==> src/sv/lfp_pkg.sv <==
package lfp_pkg;

  localparam int SENSOR_COUNT = 8;
  localparam int GAIN_W = 16;
  localparam int PWM_W = 8;
  localparam int CNT_W = 10;        // phase_count
  localparam int ERR_W = 11;        // Q8 line error, +/-896
  localparam int SUM_W = 24;        // saturating integral
  localparam int SUMW_W = 13;       // weighted sensor sum, +/-2048
  localparam int NCNT_W = 4;        // black sensor count, 0..8
  localparam int DIV_W = 12;        // |weighted sum| <= 2048
  localparam int REM_W = 4;
  localparam int DER_W = 12;        // err - previous_error
  localparam int PROD_W = GAIN_W + 1 + SUM_W;
  localparam int ACC_W = PROD_W + 1;
  localparam int Q_FRAC = 16;       // Q8 error times Q8.8 gain
  localparam int STEP_W = 4;
  localparam int LOOP_W = 4;
  localparam int DIV_STEPS = DIV_W;

  // sensor weights i - 3.5 in Q8
  localparam int W_Q8_STEP = 256;
  localparam int W_Q8_OFFSET = 896;

  localparam logic signed [SUM_W-1:0] SUM_MAX = {1'b0, {(SUM_W-1){1'b1}}};
  localparam logic signed [SUM_W-1:0] SUM_MIN = {1'b1, {(SUM_W-1){1'b0}}};

  localparam logic [GAIN_W-1:0] GAIN_P_RST = 16'd10240;
  localparam logic [GAIN_W-1:0] GAIN_I_RST = 16'd0;
  localparam logic [GAIN_W-1:0] GAIN_D_RST = 16'd1024;
  localparam logic [PWM_W-1:0] BASE_SPEED_RST = 8'd50;
  localparam logic [PWM_W-1:0] MAX_PWM_RST = 8'd100;
  localparam logic [PWM_W-1:0] TURN_PWM_RST = 8'd140;
  localparam logic [CNT_W-1:0] PIVOT_LIMIT_RST = 10'd150;
  localparam logic [PWM_W-1:0] BRAKE_LEN_RST = 8'd6;

  localparam int ADDR_W = 5;
  localparam int DATA_W = 32;

  typedef enum logic [2:0] {
    REG_GAIN_P      = 3'd0,
    REG_GAIN_I      = 3'd1,
    REG_GAIN_D      = 3'd2,
    REG_BASE_SPEED  = 3'd3,
    REG_MAX_PWM     = 3'd4,
    REG_TURN_PWM    = 3'd5,
    REG_PIVOT_LIMIT = 3'd6,
    REG_BRAKE_LEN   = 3'd7
  } reg_idx_t;

  typedef enum logic [3:0] {
    PH_TRACK     = 4'b0001,
    PH_BRAKE_IN  = 4'b0010,
    PH_PIVOT     = 4'b0100,
    PH_BRAKE_OUT = 4'b1000
  } phase_t;

  typedef enum logic [2:0] {
    MODE_TRACK   = 3'd0,
    MODE_SEARCH  = 3'd1,
    MODE_BRAKE   = 3'd2,
    MODE_PIVOT_L = 3'd3,
    MODE_PIVOT_R = 3'd4
  } mode_t;

  typedef enum logic [2:0] {
    OP_NONE   = 3'd0,
    OP_DECIDE = 3'd1,
    OP_DIV    = 3'd2,
    OP_ERR    = 3'd3,
    OP_LEFT   = 3'd4,
    OP_RIGHT  = 3'd5
  } op_t;

  typedef enum logic [1:0] {
    MUL_NONE = 2'd0,
    MUL_P    = 2'd1,
    MUL_I    = 2'd2,
    MUL_D    = 2'd3
  } mul_sel_t;

  typedef enum logic [1:0] {
    ACC_HOLD = 2'd0,
    ACC_LOAD = 2'd1,
    ACC_ADD  = 2'd2
  } acc_op_t;

  typedef enum logic [1:0] {
    COND_NEXT   = 2'd0,
    COND_ALWAYS = 2'd1,
    COND_NO_PID = 2'd2,
    COND_LOOP   = 2'd3
  } cond_t;

  typedef struct packed {
    op_t              op;
    mul_sel_t         mul;
    acc_op_t          acc;
    cond_t            cond;
    logic [STEP_W-1:0] target;
    logic             last;
  } ucode_t;

  typedef struct packed {
    op_t      op;
    mul_sel_t mul;
    acc_op_t  acc;
    logic     load;
    logic     emit;
  } dp_ctrl_t;

  typedef struct packed {
    logic pid;
  } dp_flags_t;

  typedef struct packed {
    logic [GAIN_W-1:0] gain_p;
    logic [GAIN_W-1:0] gain_i;
    logic [GAIN_W-1:0] gain_d;
    logic [PWM_W-1:0]  base_speed;
    logic [PWM_W-1:0]  max_pwm;
    logic [PWM_W-1:0]  turn_pwm;
    logic [CNT_W-1:0]  pivot_limit;
    logic [PWM_W-1:0]  brake_len;
  } cfg_t;

  localparam logic [STEP_W-1:0] STEP_DECIDE = 4'd0;
  localparam logic [STEP_W-1:0] STEP_DIV    = 4'd1;
  localparam logic [STEP_W-1:0] STEP_ERR    = 4'd2;
  localparam logic [STEP_W-1:0] STEP_MUL_P  = 4'd3;
  localparam logic [STEP_W-1:0] STEP_MUL_I  = 4'd4;
  localparam logic [STEP_W-1:0] STEP_MUL_D  = 4'd5;
  localparam logic [STEP_W-1:0] STEP_ACC    = 4'd6;
  localparam logic [STEP_W-1:0] STEP_LEFT   = 4'd7;
  localparam logic [STEP_W-1:0] STEP_RIGHT  = 4'd8;
  localparam logic [STEP_W-1:0] STEP_END    = 4'd9;

  function automatic logic signed [SUMW_W-1:0] weight(input int idx);
    weight = SUMW_W'(idx * W_Q8_STEP - W_Q8_OFFSET);
  endfunction

  // control store
  function automatic ucode_t ucode(input logic [STEP_W-1:0] step);
    ucode_t w;
    case (step)
      STEP_DECIDE: w = '{OP_DECIDE, MUL_NONE, ACC_HOLD, COND_NO_PID, STEP_END, 1'b0};
      STEP_DIV:    w = '{OP_DIV, MUL_NONE, ACC_HOLD, COND_LOOP, STEP_DIV, 1'b0};
      STEP_ERR:    w = '{OP_ERR, MUL_NONE, ACC_HOLD, COND_NEXT, STEP_END, 1'b0};
      STEP_MUL_P:  w = '{OP_NONE, MUL_P, ACC_HOLD, COND_NEXT, STEP_END, 1'b0};
      STEP_MUL_I:  w = '{OP_NONE, MUL_I, ACC_LOAD, COND_NEXT, STEP_END, 1'b0};
      STEP_MUL_D:  w = '{OP_NONE, MUL_D, ACC_ADD, COND_NEXT, STEP_END, 1'b0};
      STEP_ACC:    w = '{OP_NONE, MUL_NONE, ACC_ADD, COND_NEXT, STEP_END, 1'b0};
      STEP_LEFT:   w = '{OP_LEFT, MUL_NONE, ACC_HOLD, COND_NEXT, STEP_END, 1'b0};
      STEP_RIGHT:  w = '{OP_RIGHT, MUL_NONE, ACC_HOLD, COND_NEXT, STEP_END, 1'b0};
      default:     w = '{OP_NONE, MUL_NONE, ACC_HOLD, COND_NEXT, STEP_END, 1'b1};
    endcase
    return w;
  endfunction

endpackage

==> src/sv/lfp_regs.sv <==
module lfp_regs (
  input  logic                          clk,
  input  logic                          rst,
  input  logic                          psel,
  input  logic                          penable,
  input  logic                          pwrite,
  input  logic [lfp_pkg::ADDR_W-1:0]    paddr,
  input  logic [lfp_pkg::DATA_W-1:0]    pwdata,
  output logic [lfp_pkg::DATA_W-1:0]    prdata,
  output logic                          pready,
  output lfp_pkg::cfg_t                 cfg
);

  lfp_pkg::reg_idx_t idx;
  logic              wr;

  assign pready = 1'b1;
  assign idx = lfp_pkg::reg_idx_t'(paddr[lfp_pkg::ADDR_W-1:2]);
  assign wr = psel & penable & pwrite;

  always_ff @(posedge clk) begin
    if (rst) begin
      cfg.gain_p      <= lfp_pkg::GAIN_P_RST;
      cfg.gain_i      <= lfp_pkg::GAIN_I_RST;
      cfg.gain_d      <= lfp_pkg::GAIN_D_RST;
      cfg.base_speed  <= lfp_pkg::BASE_SPEED_RST;
      cfg.max_pwm     <= lfp_pkg::MAX_PWM_RST;
      cfg.turn_pwm    <= lfp_pkg::TURN_PWM_RST;
      cfg.pivot_limit <= lfp_pkg::PIVOT_LIMIT_RST;
      cfg.brake_len   <= lfp_pkg::BRAKE_LEN_RST;
    end else if (wr) begin
      unique case (idx)
        lfp_pkg::REG_GAIN_P:      cfg.gain_p      <= pwdata[lfp_pkg::GAIN_W-1:0];
        lfp_pkg::REG_GAIN_I:      cfg.gain_i      <= pwdata[lfp_pkg::GAIN_W-1:0];
        lfp_pkg::REG_GAIN_D:      cfg.gain_d      <= pwdata[lfp_pkg::GAIN_W-1:0];
        lfp_pkg::REG_BASE_SPEED:  cfg.base_speed  <= pwdata[lfp_pkg::PWM_W-1:0];
        lfp_pkg::REG_MAX_PWM:     cfg.max_pwm     <= pwdata[lfp_pkg::PWM_W-1:0];
        lfp_pkg::REG_TURN_PWM:    cfg.turn_pwm    <= pwdata[lfp_pkg::PWM_W-1:0];
        lfp_pkg::REG_PIVOT_LIMIT: cfg.pivot_limit <= pwdata[lfp_pkg::CNT_W-1:0];
        lfp_pkg::REG_BRAKE_LEN:   cfg.brake_len   <= pwdata[lfp_pkg::PWM_W-1:0];
        default: ;
      endcase
    end
  end

  always_comb begin
    prdata = '0;
    unique case (idx)
      lfp_pkg::REG_GAIN_P:      prdata[lfp_pkg::GAIN_W-1:0] = cfg.gain_p;
      lfp_pkg::REG_GAIN_I:      prdata[lfp_pkg::GAIN_W-1:0] = cfg.gain_i;
      lfp_pkg::REG_GAIN_D:      prdata[lfp_pkg::GAIN_W-1:0] = cfg.gain_d;
      lfp_pkg::REG_BASE_SPEED:  prdata[lfp_pkg::PWM_W-1:0] = cfg.base_speed;
      lfp_pkg::REG_MAX_PWM:     prdata[lfp_pkg::PWM_W-1:0] = cfg.max_pwm;
      lfp_pkg::REG_TURN_PWM:    prdata[lfp_pkg::PWM_W-1:0] = cfg.turn_pwm;
      lfp_pkg::REG_PIVOT_LIMIT: prdata[lfp_pkg::CNT_W-1:0] = cfg.pivot_limit;
      lfp_pkg::REG_BRAKE_LEN:   prdata[lfp_pkg::PWM_W-1:0] = cfg.brake_len;
      default: ;
    endcase
  end

endmodule

==> src/sv/lfp_seq.sv <==
module lfp_seq (
  input  logic                clk,
  input  logic                rst,
  input  logic                in_valid,
  output logic                in_stall,
  output logic                out_valid,
  input  logic                out_stall,
  input  lfp_pkg::dp_flags_t  flags,
  output lfp_pkg::dp_ctrl_t   ctrl
);

  typedef enum logic [1:0] {
    SQ_IDLE = 2'b01,
    SQ_RUN  = 2'b10
  } seq_state_t;

  seq_state_t                     state;
  logic [lfp_pkg::STEP_W-1:0]     step;
  logic [lfp_pkg::LOOP_W-1:0]     loop;
  lfp_pkg::ucode_t                uw;
  logic                           run;
  logic                           emit;
  logic                           take;

  assign run = (state == SQ_RUN);
  assign uw = lfp_pkg::ucode(step);
  assign in_stall = !(state == SQ_IDLE);
  // last step waits while the output register is still held
  assign emit = run && uw.last && (!out_valid || !out_stall);

  always_comb begin
    unique case (uw.cond)
      lfp_pkg::COND_ALWAYS: take = 1'b1;
      lfp_pkg::COND_NO_PID: take = !flags.pid;
      lfp_pkg::COND_LOOP:   take = (loop != '0);
      default:              take = 1'b0;
    endcase
  end

  always_comb begin
    ctrl.op   = run ? uw.op : lfp_pkg::OP_NONE;
    ctrl.mul  = run ? uw.mul : lfp_pkg::MUL_NONE;
    ctrl.acc  = run ? uw.acc : lfp_pkg::ACC_HOLD;
    ctrl.load = in_valid && (state == SQ_IDLE);
    ctrl.emit = emit;
  end

  always_ff @(posedge clk) begin
    if (rst) begin
      state     <= SQ_IDLE;
      step      <= lfp_pkg::STEP_DECIDE;
      loop      <= '0;
      out_valid <= 1'b0;
    end else begin
      if (out_valid && !out_stall) begin
        out_valid <= 1'b0;
      end
      unique case (state)
        SQ_IDLE: begin
          if (in_valid) begin
            state <= SQ_RUN;
            step  <= lfp_pkg::STEP_DECIDE;
          end
        end
        SQ_RUN: begin
          if (uw.last) begin
            if (emit) begin
              out_valid <= 1'b1;
              state     <= SQ_IDLE;
            end
          end else begin
            if (uw.op == lfp_pkg::OP_DECIDE) begin
              loop <= lfp_pkg::LOOP_W'(lfp_pkg::DIV_STEPS - 1);
            end else if (uw.cond == lfp_pkg::COND_LOOP && loop != '0) begin
              loop <= loop - lfp_pkg::LOOP_W'(1);
            end
            step <= take ? uw.target : step + lfp_pkg::STEP_W'(1);
          end
        end
        default: state <= SQ_IDLE;
      endcase
    end
  end

endmodule

==> src/sv/lfp_dp.sv <==
module lfp_dp (
  input  logic                        clk,
  input  logic                        rst,
  input  lfp_pkg::cfg_t               cfg,
  input  lfp_pkg::dp_ctrl_t           ctrl,
  input  logic [lfp_pkg::SENSOR_COUNT-1:0] sensor_bits,
  output lfp_pkg::dp_flags_t          flags,
  output logic [lfp_pkg::PWM_W-1:0]   left_pwm,
  output logic [lfp_pkg::PWM_W-1:0]   right_pwm,
  output logic                        left_reverse,
  output logic                        right_reverse,
  output logic [2:0]                  drive_mode
);

  localparam int CX_W = lfp_pkg::CNT_W + 1;

  // model state
  lfp_pkg::phase_t                       phase;
  logic                                  turn_left;
  logic [lfp_pkg::CNT_W-1:0]             phase_count;
  logic signed [lfp_pkg::ERR_W-1:0]      prev_err;
  logic signed [lfp_pkg::SUM_W-1:0]      err_sum;

  // working registers
  logic [lfp_pkg::SENSOR_COUNT-1:0]      bits_q;
  logic [lfp_pkg::REM_W-1:0]             div_rem;
  logic [lfp_pkg::DIV_W-1:0]             div_q;
  logic [lfp_pkg::NCNT_W-1:0]            div_n;
  logic                                  div_neg;
  logic signed [lfp_pkg::ERR_W-1:0]      err;
  logic signed [lfp_pkg::DER_W-1:0]      deriv;
  logic signed [lfp_pkg::PROD_W-1:0]     prod;
  logic signed [lfp_pkg::ACC_W-1:0]      acc;
  logic [lfp_pkg::PWM_W-1:0]             res_left;
  logic [lfp_pkg::PWM_W-1:0]             res_right;
  logic                                  res_lrev;
  logic                                  res_rrev;
  lfp_pkg::mode_t                        res_mode;
  logic [lfp_pkg::PWM_W-1:0]             out_left;
  logic [lfp_pkg::PWM_W-1:0]             out_right;
  logic                                  out_lrev;
  logic                                  out_rrev;
  lfp_pkg::mode_t                        out_mode;

  // decision step
  lfp_pkg::phase_t                       phase_next;
  logic                                  turn_left_next;
  logic [lfp_pkg::CNT_W-1:0]             phase_count_next;
  logic [lfp_pkg::PWM_W-1:0]             dec_left;
  logic [lfp_pkg::PWM_W-1:0]             dec_right;
  logic                                  dec_lrev;
  logic                                  dec_rrev;
  lfp_pkg::mode_t                        dec_mode;
  logic                                  dec_pid;
  logic                                  centre;
  logic [1:0]                            lc;
  logic [1:0]                            rc;
  logic                                  strong_l;
  logic                                  strong_r;
  logic [lfp_pkg::PWM_W-1:0]             len_eff;
  logic [CX_W-1:0]                       len_ext;
  logic [CX_W-1:0]                       lim_ext;
  logic [CX_W-1:0]                       cnt_inc;
  logic                                  brake_one;

  // weighted sum and divider
  logic signed [lfp_pkg::SUMW_W-1:0]     sw;
  logic [lfp_pkg::SUMW_W-1:0]            sw_abs;
  logic [lfp_pkg::NCNT_W-1:0]            n_black;
  logic [lfp_pkg::REM_W:0]               div_try;
  logic                                  div_bit;
  logic [lfp_pkg::REM_W-1:0]             div_rem_next;

  // error update
  logic signed [lfp_pkg::ERR_W-1:0]      err_next;
  logic signed [lfp_pkg::SUM_W:0]        sum_wide;
  logic signed [lfp_pkg::SUM_W-1:0]      err_sum_next;
  logic signed [lfp_pkg::DER_W-1:0]      deriv_next;

  // multiplier and wheel clamp
  logic signed [lfp_pkg::GAIN_W:0]       mul_a;
  logic signed [lfp_pkg::SUM_W-1:0]      mul_b;
  logic signed [lfp_pkg::PROD_W-1:0]     mul_p;
  logic signed [lfp_pkg::ACC_W-1:0]      prod_ext;
  logic signed [lfp_pkg::ACC_W-1:0]      acc_sh;
  logic signed [lfp_pkg::ACC_W-1:0]      wheel_sum;
  logic [lfp_pkg::PWM_W-1:0]             wheel_pwm;

  assign flags.pid = dec_pid;

  always_comb begin
    centre   = |bits_q[4:3];
    lc       = 2'(bits_q[0]) + 2'(bits_q[1]) + 2'(bits_q[2]);
    rc       = 2'(bits_q[5]) + 2'(bits_q[6]) + 2'(bits_q[7]);
    strong_l = (lc >= 2'd2) && (rc <= 2'd1);
    strong_r = (rc >= 2'd2) && (lc <= 2'd1);
    len_eff  = (cfg.brake_len == '0) ? lfp_pkg::PWM_W'(1) : cfg.brake_len;
    len_ext  = CX_W'(len_eff);
    lim_ext  = (cfg.pivot_limit == '0) ? CX_W'(1) : CX_W'(cfg.pivot_limit);
    cnt_inc  = CX_W'(phase_count) + CX_W'(1);
    brake_one = (len_eff == lfp_pkg::PWM_W'(1));

    phase_next       = phase;
    turn_left_next   = turn_left;
    phase_count_next = phase_count;
    dec_left  = '0;
    dec_right = '0;
    dec_lrev  = 1'b0;
    dec_rrev  = 1'b0;
    dec_mode  = lfp_pkg::MODE_BRAKE;
    dec_pid   = 1'b0;

    unique case (phase)
      lfp_pkg::PH_BRAKE_IN: begin
        if (cnt_inc >= len_ext) begin
          phase_next       = lfp_pkg::PH_PIVOT;
          phase_count_next = '0;
        end else begin
          phase_count_next = cnt_inc[lfp_pkg::CNT_W-1:0];
        end
      end
      lfp_pkg::PH_BRAKE_OUT: begin
        if (cnt_inc >= len_ext) begin
          phase_next       = lfp_pkg::PH_TRACK;
          phase_count_next = '0;
        end else begin
          phase_count_next = cnt_inc[lfp_pkg::CNT_W-1:0];
        end
      end
      lfp_pkg::PH_PIVOT: begin
        if (centre) begin
          // line found: this sample opens the closing brake
          phase_next       = brake_one ? lfp_pkg::PH_TRACK : lfp_pkg::PH_BRAKE_OUT;
          phase_count_next = brake_one ? '0 : lfp_pkg::CNT_W'(1);
        end else begin
          dec_left  = cfg.turn_pwm;
          dec_right = cfg.turn_pwm;
          dec_lrev  = turn_left;
          dec_rrev  = !turn_left;
          dec_mode  = turn_left ? lfp_pkg::MODE_PIVOT_L : lfp_pkg::MODE_PIVOT_R;
          if (cnt_inc >= lim_ext) begin
            phase_next       = lfp_pkg::PH_BRAKE_OUT;
            phase_count_next = '0;
          end else begin
            phase_count_next = cnt_inc[lfp_pkg::CNT_W-1:0];
          end
        end
      end
      default: begin
        phase_next = lfp_pkg::PH_TRACK;
        if ((strong_l || strong_r) && !centre) begin
          turn_left_next   = strong_l;
          phase_next       = brake_one ? lfp_pkg::PH_PIVOT : lfp_pkg::PH_BRAKE_IN;
          phase_count_next = brake_one ? '0 : lfp_pkg::CNT_W'(1);
        end else if (bits_q == '0) begin
          dec_left  = cfg.base_speed;
          dec_right = cfg.base_speed;
          dec_lrev  = prev_err[lfp_pkg::ERR_W-1];
          dec_rrev  = !prev_err[lfp_pkg::ERR_W-1];
          dec_mode  = lfp_pkg::MODE_SEARCH;
        end else begin
          dec_mode = lfp_pkg::MODE_TRACK;
          dec_pid  = 1'b1;
        end
      end
    endcase
  end

  always_comb begin
    sw      = '0;
    n_black = '0;
    for (int i = 0; i < lfp_pkg::SENSOR_COUNT; i++) begin
      if (bits_q[i]) begin
        sw      = sw + lfp_pkg::weight(i);
        n_black = n_black + lfp_pkg::NCNT_W'(1);
      end
    end
    sw_abs = sw[lfp_pkg::SUMW_W-1] ? -sw : sw;
  end

  // one restoring step: remainder stays below the divisor
  always_comb begin
    div_try = {div_rem, div_q[lfp_pkg::DIV_W-1]};
    div_bit = (div_try >= {1'b0, div_n});
    div_rem_next = div_bit ? lfp_pkg::REM_W'(div_try - {1'b0, div_n})
                           : div_try[lfp_pkg::REM_W-1:0];
  end

  always_comb begin
    err_next = div_neg ? -$signed(div_q[lfp_pkg::ERR_W-1:0])
                       : $signed(div_q[lfp_pkg::ERR_W-1:0]);
    sum_wide = {err_sum[lfp_pkg::SUM_W-1], err_sum}
             + {{(lfp_pkg::SUM_W+1-lfp_pkg::ERR_W){err_next[lfp_pkg::ERR_W-1]}}, err_next};
    if (sum_wide[lfp_pkg::SUM_W] != sum_wide[lfp_pkg::SUM_W-1]) begin
      err_sum_next = sum_wide[lfp_pkg::SUM_W] ? lfp_pkg::SUM_MIN : lfp_pkg::SUM_MAX;
    end else begin
      err_sum_next = sum_wide[lfp_pkg::SUM_W-1:0];
    end
    deriv_next = {err_next[lfp_pkg::ERR_W-1], err_next}
               - {prev_err[lfp_pkg::ERR_W-1], prev_err};
  end

  always_comb begin
    case (ctrl.mul)
      lfp_pkg::MUL_P: begin
        mul_a = {1'b0, cfg.gain_p};
        mul_b = {{(lfp_pkg::SUM_W-lfp_pkg::ERR_W){err[lfp_pkg::ERR_W-1]}}, err};
      end
      lfp_pkg::MUL_I: begin
        mul_a = {1'b0, cfg.gain_i};
        mul_b = err_sum;
      end
      default: begin
        mul_a = {1'b0, cfg.gain_d};
        mul_b = {{(lfp_pkg::SUM_W-lfp_pkg::DER_W){deriv[lfp_pkg::DER_W-1]}}, deriv};
      end
    endcase
    mul_p = mul_a * mul_b;
    prod_ext = {{(lfp_pkg::ACC_W-lfp_pkg::PROD_W){prod[lfp_pkg::PROD_W-1]}}, prod};
  end

  // base + floor(acc / 2^16), clamped to 0..max_pwm
  always_comb begin
    acc_sh    = acc >>> lfp_pkg::Q_FRAC;
    wheel_sum = acc_sh + $signed({{(lfp_pkg::ACC_W-lfp_pkg::PWM_W){1'b0}}, cfg.base_speed});
    if (wheel_sum[lfp_pkg::ACC_W-1]) begin
      wheel_pwm = '0;
    end else if (wheel_sum[lfp_pkg::ACC_W-2:0]
                 > {{(lfp_pkg::ACC_W-1-lfp_pkg::PWM_W){1'b0}}, cfg.max_pwm}) begin
      wheel_pwm = cfg.max_pwm;
    end else begin
      wheel_pwm = wheel_sum[lfp_pkg::PWM_W-1:0];
    end
  end

  always_ff @(posedge clk) begin
    if (rst) begin
      phase       <= lfp_pkg::PH_TRACK;
      turn_left   <= 1'b0;
      phase_count <= '0;
      prev_err    <= '0;
      err_sum     <= '0;
    end else begin
      if (ctrl.op == lfp_pkg::OP_DECIDE) begin
        phase       <= phase_next;
        turn_left   <= turn_left_next;
        phase_count <= phase_count_next;
      end
      if (ctrl.op == lfp_pkg::OP_ERR) begin
        prev_err <= err_next;
        err_sum  <= err_sum_next;
      end
    end
  end

  always_ff @(posedge clk) begin
    if (ctrl.load) begin
      bits_q <= sensor_bits;
    end
    case (ctrl.op)
      lfp_pkg::OP_DECIDE: begin
        div_rem  <= '0;
        div_q    <= sw_abs[lfp_pkg::DIV_W-1:0];
        div_n    <= n_black;
        div_neg  <= sw[lfp_pkg::SUMW_W-1];
        res_left  <= dec_left;
        res_right <= dec_right;
        res_lrev  <= dec_lrev;
        res_rrev  <= dec_rrev;
        res_mode  <= dec_mode;
      end
      lfp_pkg::OP_DIV: begin
        div_rem <= div_rem_next;
        div_q   <= {div_q[lfp_pkg::DIV_W-2:0], div_bit};
      end
      lfp_pkg::OP_ERR: begin
        err   <= err_next;
        deriv <= deriv_next;
      end
      lfp_pkg::OP_LEFT: begin
        res_left <= wheel_pwm;
        acc      <= -acc;
      end
      lfp_pkg::OP_RIGHT: begin
        res_right <= wheel_pwm;
      end
      default: ;
    endcase
    if (ctrl.mul != lfp_pkg::MUL_NONE) begin
      prod <= mul_p;
    end
    case (ctrl.acc)
      lfp_pkg::ACC_LOAD: acc <= prod_ext;
      lfp_pkg::ACC_ADD:  acc <= acc + prod_ext;
      default: ;
    endcase
    if (ctrl.emit) begin
      out_left  <= res_left;
      out_right <= res_right;
      out_lrev  <= res_lrev;
      out_rrev  <= res_rrev;
      out_mode  <= res_mode;
    end
  end

  assign left_pwm      = out_left;
  assign right_pwm     = out_right;
  assign left_reverse  = out_lrev;
  assign right_reverse = out_rrev;
  assign drive_mode    = out_mode;

endmodule

==> src/sv/line_follower_pid_with_corner_pivot.sv <==
// Line follower controller: weighted-sensor PID tracking, corner pivot, lost-line search.
// Input channel: in_valid / in_stall with sensor_bits (bit 0 = far-left sensor).
//   An item is taken at an edge with in_valid high and in_stall low.
// Output channel: out_valid / out_stall with left_pwm, right_pwm, left_reverse,
//   right_reverse and drive_mode (0 track, 1 search, 2 brake, 3/4 pivot left/right).
// Config: APB-style, registers at byte addresses 0x00..0x1C (gains, speeds, limits).
//   Writes belong to idle periods; pready is tied high, reads return register values.
// Sequencing: brake, pivot and search samples go from the decision step to the output
//   step. Tracking samples with a line also run the 12-step radix-2 divider that forms
//   the mean weight, then the error update, three passes through one shared 17x24
//   multiplier, an accumulate step, and the left and right wheel steps.
// in_stall stays high from acceptance until the result is moved to the output register.
// Reset (rst, synchronous) returns to tracking with cleared PID state and default
// registers; out_valid drops and the sequencer idles.
// If out_stall holds a result, the next item still runs and waits on its last step.
module line_follower_pid_with_corner_pivot (
  input  logic                               clk,
  input  logic                               rst,
  // sample in
  input  logic                               in_valid,
  output logic                               in_stall,
  input  logic [lfp_pkg::SENSOR_COUNT-1:0]   sensor_bits,
  // drive command out
  output logic                               out_valid,
  input  logic                               out_stall,
  output logic [lfp_pkg::PWM_W-1:0]          left_pwm,
  output logic [lfp_pkg::PWM_W-1:0]          right_pwm,
  output logic                               left_reverse,
  output logic                               right_reverse,
  output logic [2:0]                         drive_mode,
  // register port
  input  logic                               psel,
  input  logic                               penable,
  input  logic                               pwrite,
  input  logic [lfp_pkg::ADDR_W-1:0]         paddr,
  input  logic [lfp_pkg::DATA_W-1:0]         pwdata,
  output logic [lfp_pkg::DATA_W-1:0]         prdata,
  output logic                               pready
);

  lfp_pkg::cfg_t      cfg;
  lfp_pkg::dp_ctrl_t  ctrl;
  lfp_pkg::dp_flags_t flags;

  lfp_regs u_regs (
    .clk     (clk),
    .rst     (rst),
    .psel    (psel),
    .penable (penable),
    .pwrite  (pwrite),
    .paddr   (paddr),
    .pwdata  (pwdata),
    .prdata  (prdata),
    .pready  (pready),
    .cfg     (cfg)
  );

  // step counter + control store; owns both handshakes
  lfp_seq u_seq (
    .clk       (clk),
    .rst       (rst),
    .in_valid  (in_valid),
    .in_stall  (in_stall),
    .out_valid (out_valid),
    .out_stall (out_stall),
    .flags     (flags),
    .ctrl      (ctrl)
  );

  // mode logic, divider, multiplier, accumulator, result/output registers
  lfp_dp u_dp (
    .clk           (clk),
    .rst           (rst),
    .cfg           (cfg),
    .ctrl          (ctrl),
    .sensor_bits   (sensor_bits),
    .flags         (flags),
    .left_pwm      (left_pwm),
    .right_pwm     (right_pwm),
    .left_reverse  (left_reverse),
    .right_reverse (right_reverse),
    .drive_mode    (drive_mode)
  );

endmodule

==> config.mk <==
export PLATFORM = sky130hd
export DESIGN_NAME = line_follower_pid_with_corner_pivot
export DESIGN_NICKNAME = d
export VERILOG_FILES = /design/src/sv/lfp_pkg.sv /design/src/sv/lfp_regs.sv /design/src/sv/lfp_seq.sv /design/src/sv/lfp_dp.sv /design/src/sv/line_follower_pid_with_corner_pivot.sv
export SDC_FILE = /design/constraint.sdc
export NUM_CORES = 2
export LEC_CHECK = 0
export ABC_AREA = 1
export BUFFER_PORTS_ARGS = -buffer_cell sky130_fd_sc_hd__buf_4
export CAP_MARGIN = 20
export CORE_MARGIN = 1
export CORE_UTILIZATION = 57
export DETAILED_ROUTE_END_ITERATION = 8
export PLACE_DENSITY = 0.72
export SETUP_SLACK_MARGIN = 0.2
export SLEW_MARGIN = 20
export SYNTH_ARGS = -nofsm -noshare
export SYNTH_HDL_FRONTEND = slang
export SYNTH_SLANG_ARGS = --single-unit
==> constraint.sdc <==
create_clock -name clk -period 9.8 [get_ports clk]
set_clock_uncertainty 0.15 [all_clocks]
set_input_delay 1.47 -clock clk [delete_from_list [all_inputs] [get_ports clk]]
set_output_delay 1.47 -clock clk [all_outputs]
set_load 0.03 [all_outputs]
==> results.toml <==
[setup_path]
cp_slowest_cell = "inv_1"
slowest_delay_ns = 0.70
criticalPathCategory = "reg2reg"
start_kind = "flop"
crit_required_ns = 9.98
critical-path-top-delay-family = "adder cells"
worst_path_most_repeated_cell = "inv_1"
critPathBufInv = 11
end_kind = "flop"
critPathArrivalTime_ns = 9.10
critPathMaxFanout = 26

[yosys]
yosysSeqAreaShare = 0.235
yosys-top-cells-count = "inv_1, nand2_1, nor2_1"
synth-async-reset-ratio = 0
synth_edf_count = 177
synth_warnings = 0
synth_flop_cell = "edfxtp_1"
avgSynthCellArea_sq_um = 7.81
synth_area_sq_um = 36400
synth_cell_types = 73
synth_top_cell_by_area = "fa_1"
syn_inst = 4666
synth_area_leaders = "fa_1, edfxtp_1, inv_1, dfxtp_1, ha_1"
synth-seq-cells = 339
synth.top_cell.area_share = 0.212
yosysMostFrequentCell = "inv_1"

[power_and_ir_drop]
p_per_area_nw_per_um2 = 92.2
p_switching_mw = 1.04
ir_worst_vdd_uv = 89.5
swShare = 0.288
leakage_nw = 18.8
power_frac_clock = 0.407
seqPwrFrac = 0.422
p_int_mw = 2.58
power_frac_comb = 0.170

[clock_network]
holdBufCountCts = 0
cts_made_buffers = 39
cts_tree = "yes"
clock_path_buffers = 3
insertion_delay_ns = 0.58
cts_resized = 0
htreeDepth = 2
clkSinkCount = 339
cts_setup_buffers = 0
clkTransAtPathRegs_ns = 0.06
cts_root_buffer = "clkbuf_16"

[sta]
worst_slack_ns = 0.880
rsz0062_at_grt = "no"
fin_tns_setup_ns = 0
min_period_ns = 8.92
worst_slew_pin_slew_ns = 1.09
relSlewSlack = 0.272
final_hold_viol_count = 0
post-route-period-util = 0.910
slew_violations = 0
setup_viol = 0
max_freq_mhz = 112

[grt]
grt_use_total = 0.311
grt_max_degree = 113
antenna_found_initial = 1
grt_pass1_vias = 30300
grt_first_pass_wirelength_um = 159000
overflow = 0

[finish]
syn_to_final_growth_pct = 7.68
layout-drive-gt1-share = 0.0621
nets = 5388

[place]
io_buffers = 72
dpl.hpwl_um = 78200
place.gp.congestion = 0.973
post-place-ws_ns = 0.806

[drt]
dr.pass1.iters = 6
via_count = 31000
ant_nets = 0
remaining_drc_errors = 0
wire_per_inst_um = 17.6
wirelength_um = 98100
vias_per_cell = 5.56
first_iter_violations = 2802

[run_status]
status = "finished, final reports clean"

[floorplanning]
core_region_area_sq_um = 63100
dieArea_sq_um = 64900
start_util = 0.578
die_width_um = 255
die_h_um = 255
num_rows = 92
io_pins = 108

[worst_hold_path]
min_path_type = "reg2reg"

[job]
cap_violations = 0
-- worst paths after layout --
path	cells past startpoint	start	to	slack, ns
max	32	u_seq.state[0]$_SDFFE_PP1P_	u_dp.prod[33]$_DFFE_PP_	0.88
min	0	u_dp.res_right[3]$_DFFE_PP_	u_dp.right_pwm[3]$_DFFE_PP_	0.27
max reg2reg	32	u_seq.state[0]$_SDFFE_PP1P_	u_dp.prod[33]$_DFFE_PP_	0.88
min reg2reg	0	u_dp.res_right[3]$_DFFE_PP_	u_dp.right_pwm[3]$_DFFE_PP_	0.27
-- cells by family after synthesis --
kind of cell,count (synthesis),share of synthesized area
xor gates and xnor gates,151,0.0363
and+or+nand+nor,1589,0.183
DFF,339,0.235
AOI/OAI and AO/OA,868,0.135
buffers and inverters,1086,0.115
adders and majority gates,631,0.296
other,2,0.000206
-- stage by stage --
stage / cells / hold slack (ns) / util / total power [mW] / area [sq um]
after detailed placement: 5510 / 0.255 / 0.601 / 2.17 / 37900
after global placement: 5510 / 0.252 / 0.601 / 2.16 / 37900
after CTS: 5582 / 0.268 / 0.622 / 3.64 / 39200
final: 5583 / 0.268 / 0.622 / 3.62 / 39200
after floorplan: 4681 / 0.250 / - / 2.02 / 36500
after global routing: 5583 / 0.275 / 0.622 / 3.78 / 39200
-- layout make-up --
type	count	area, sq um
fillers	5733	23800
inverters	935	3520
clock inverters	22	240
clock buffers	50	1040
multi-input cells	3256	23800
well taps	846	1060
flip-flops and latches	339	8560
diodes	1	2.50
repair buffers	134	1020
-- routing by layer --
metal	global-route usage	wire length (um)	vias to the layer above
li1	-	-	14900
met5	0	0	-
met4	0.0991	3000	0
met3	0.0376	7120	166
met1	0.419	41600	14800
met2	0.523	46400	1104
-- worst reg2reg max path: cells and delay by family, from the launching register on --
family | cells | cell delay, ns
buf+inv | 11 | 2.05
compound gates | 8 | 1.56
xor+xnor | 1 | 0.09
flops | 1 | 0.30
simple gates | 4 | 0.72
fa+ha+maj | 8 | 3.80
-- power groups by stage --
stage	clock, mW	sequential (mW)	combinational (mW)
floorplan	0	1.55	0.472
global placement	0	1.56	0.600
detailed placement	0	1.56	0.612
CTS	1.50	1.53	0.616
global route	1.55	1.53	0.703
finish	1.47	1.53	0.617
-- registers in the layout (all words and copies together), names as in the netlist, 12 cells and up --
| signal | flops |
|---|---|
| u_dp.div_q | 12 |
| u_dp.prod | 41 |
| u_dp.deriv | 12 |
| u_dp.err_sum | 24 |
| u_regs.cfg | 90 |
| u_dp.acc | 42 |
-- cells in the final DEF (no fill, tap or decap), types with 13 or more instances in the layout --
cell type	count
xnor2_1	47
a22oi_1	20
nand2_2	27
a221o_1	26
ha_1	244
nand3_1	142
dfxtp_1	162
conb_1	17
nor4_1	18
fa_1	385
clkinv_1	13
a221oi_1	18
inv_1	908
o21ai_0	280
o22ai_1	18
edfxtp_1	177
clkbuf_16	39
nor3_1	31
o21ai_1	30
xor2_1	104
nor2_1	525
nand4_1	52
buf_4	133
a31oi_1	20
nand2_1	742
a21oi_1	365
No activity file was read; power rests on OpenSTA's default activity.
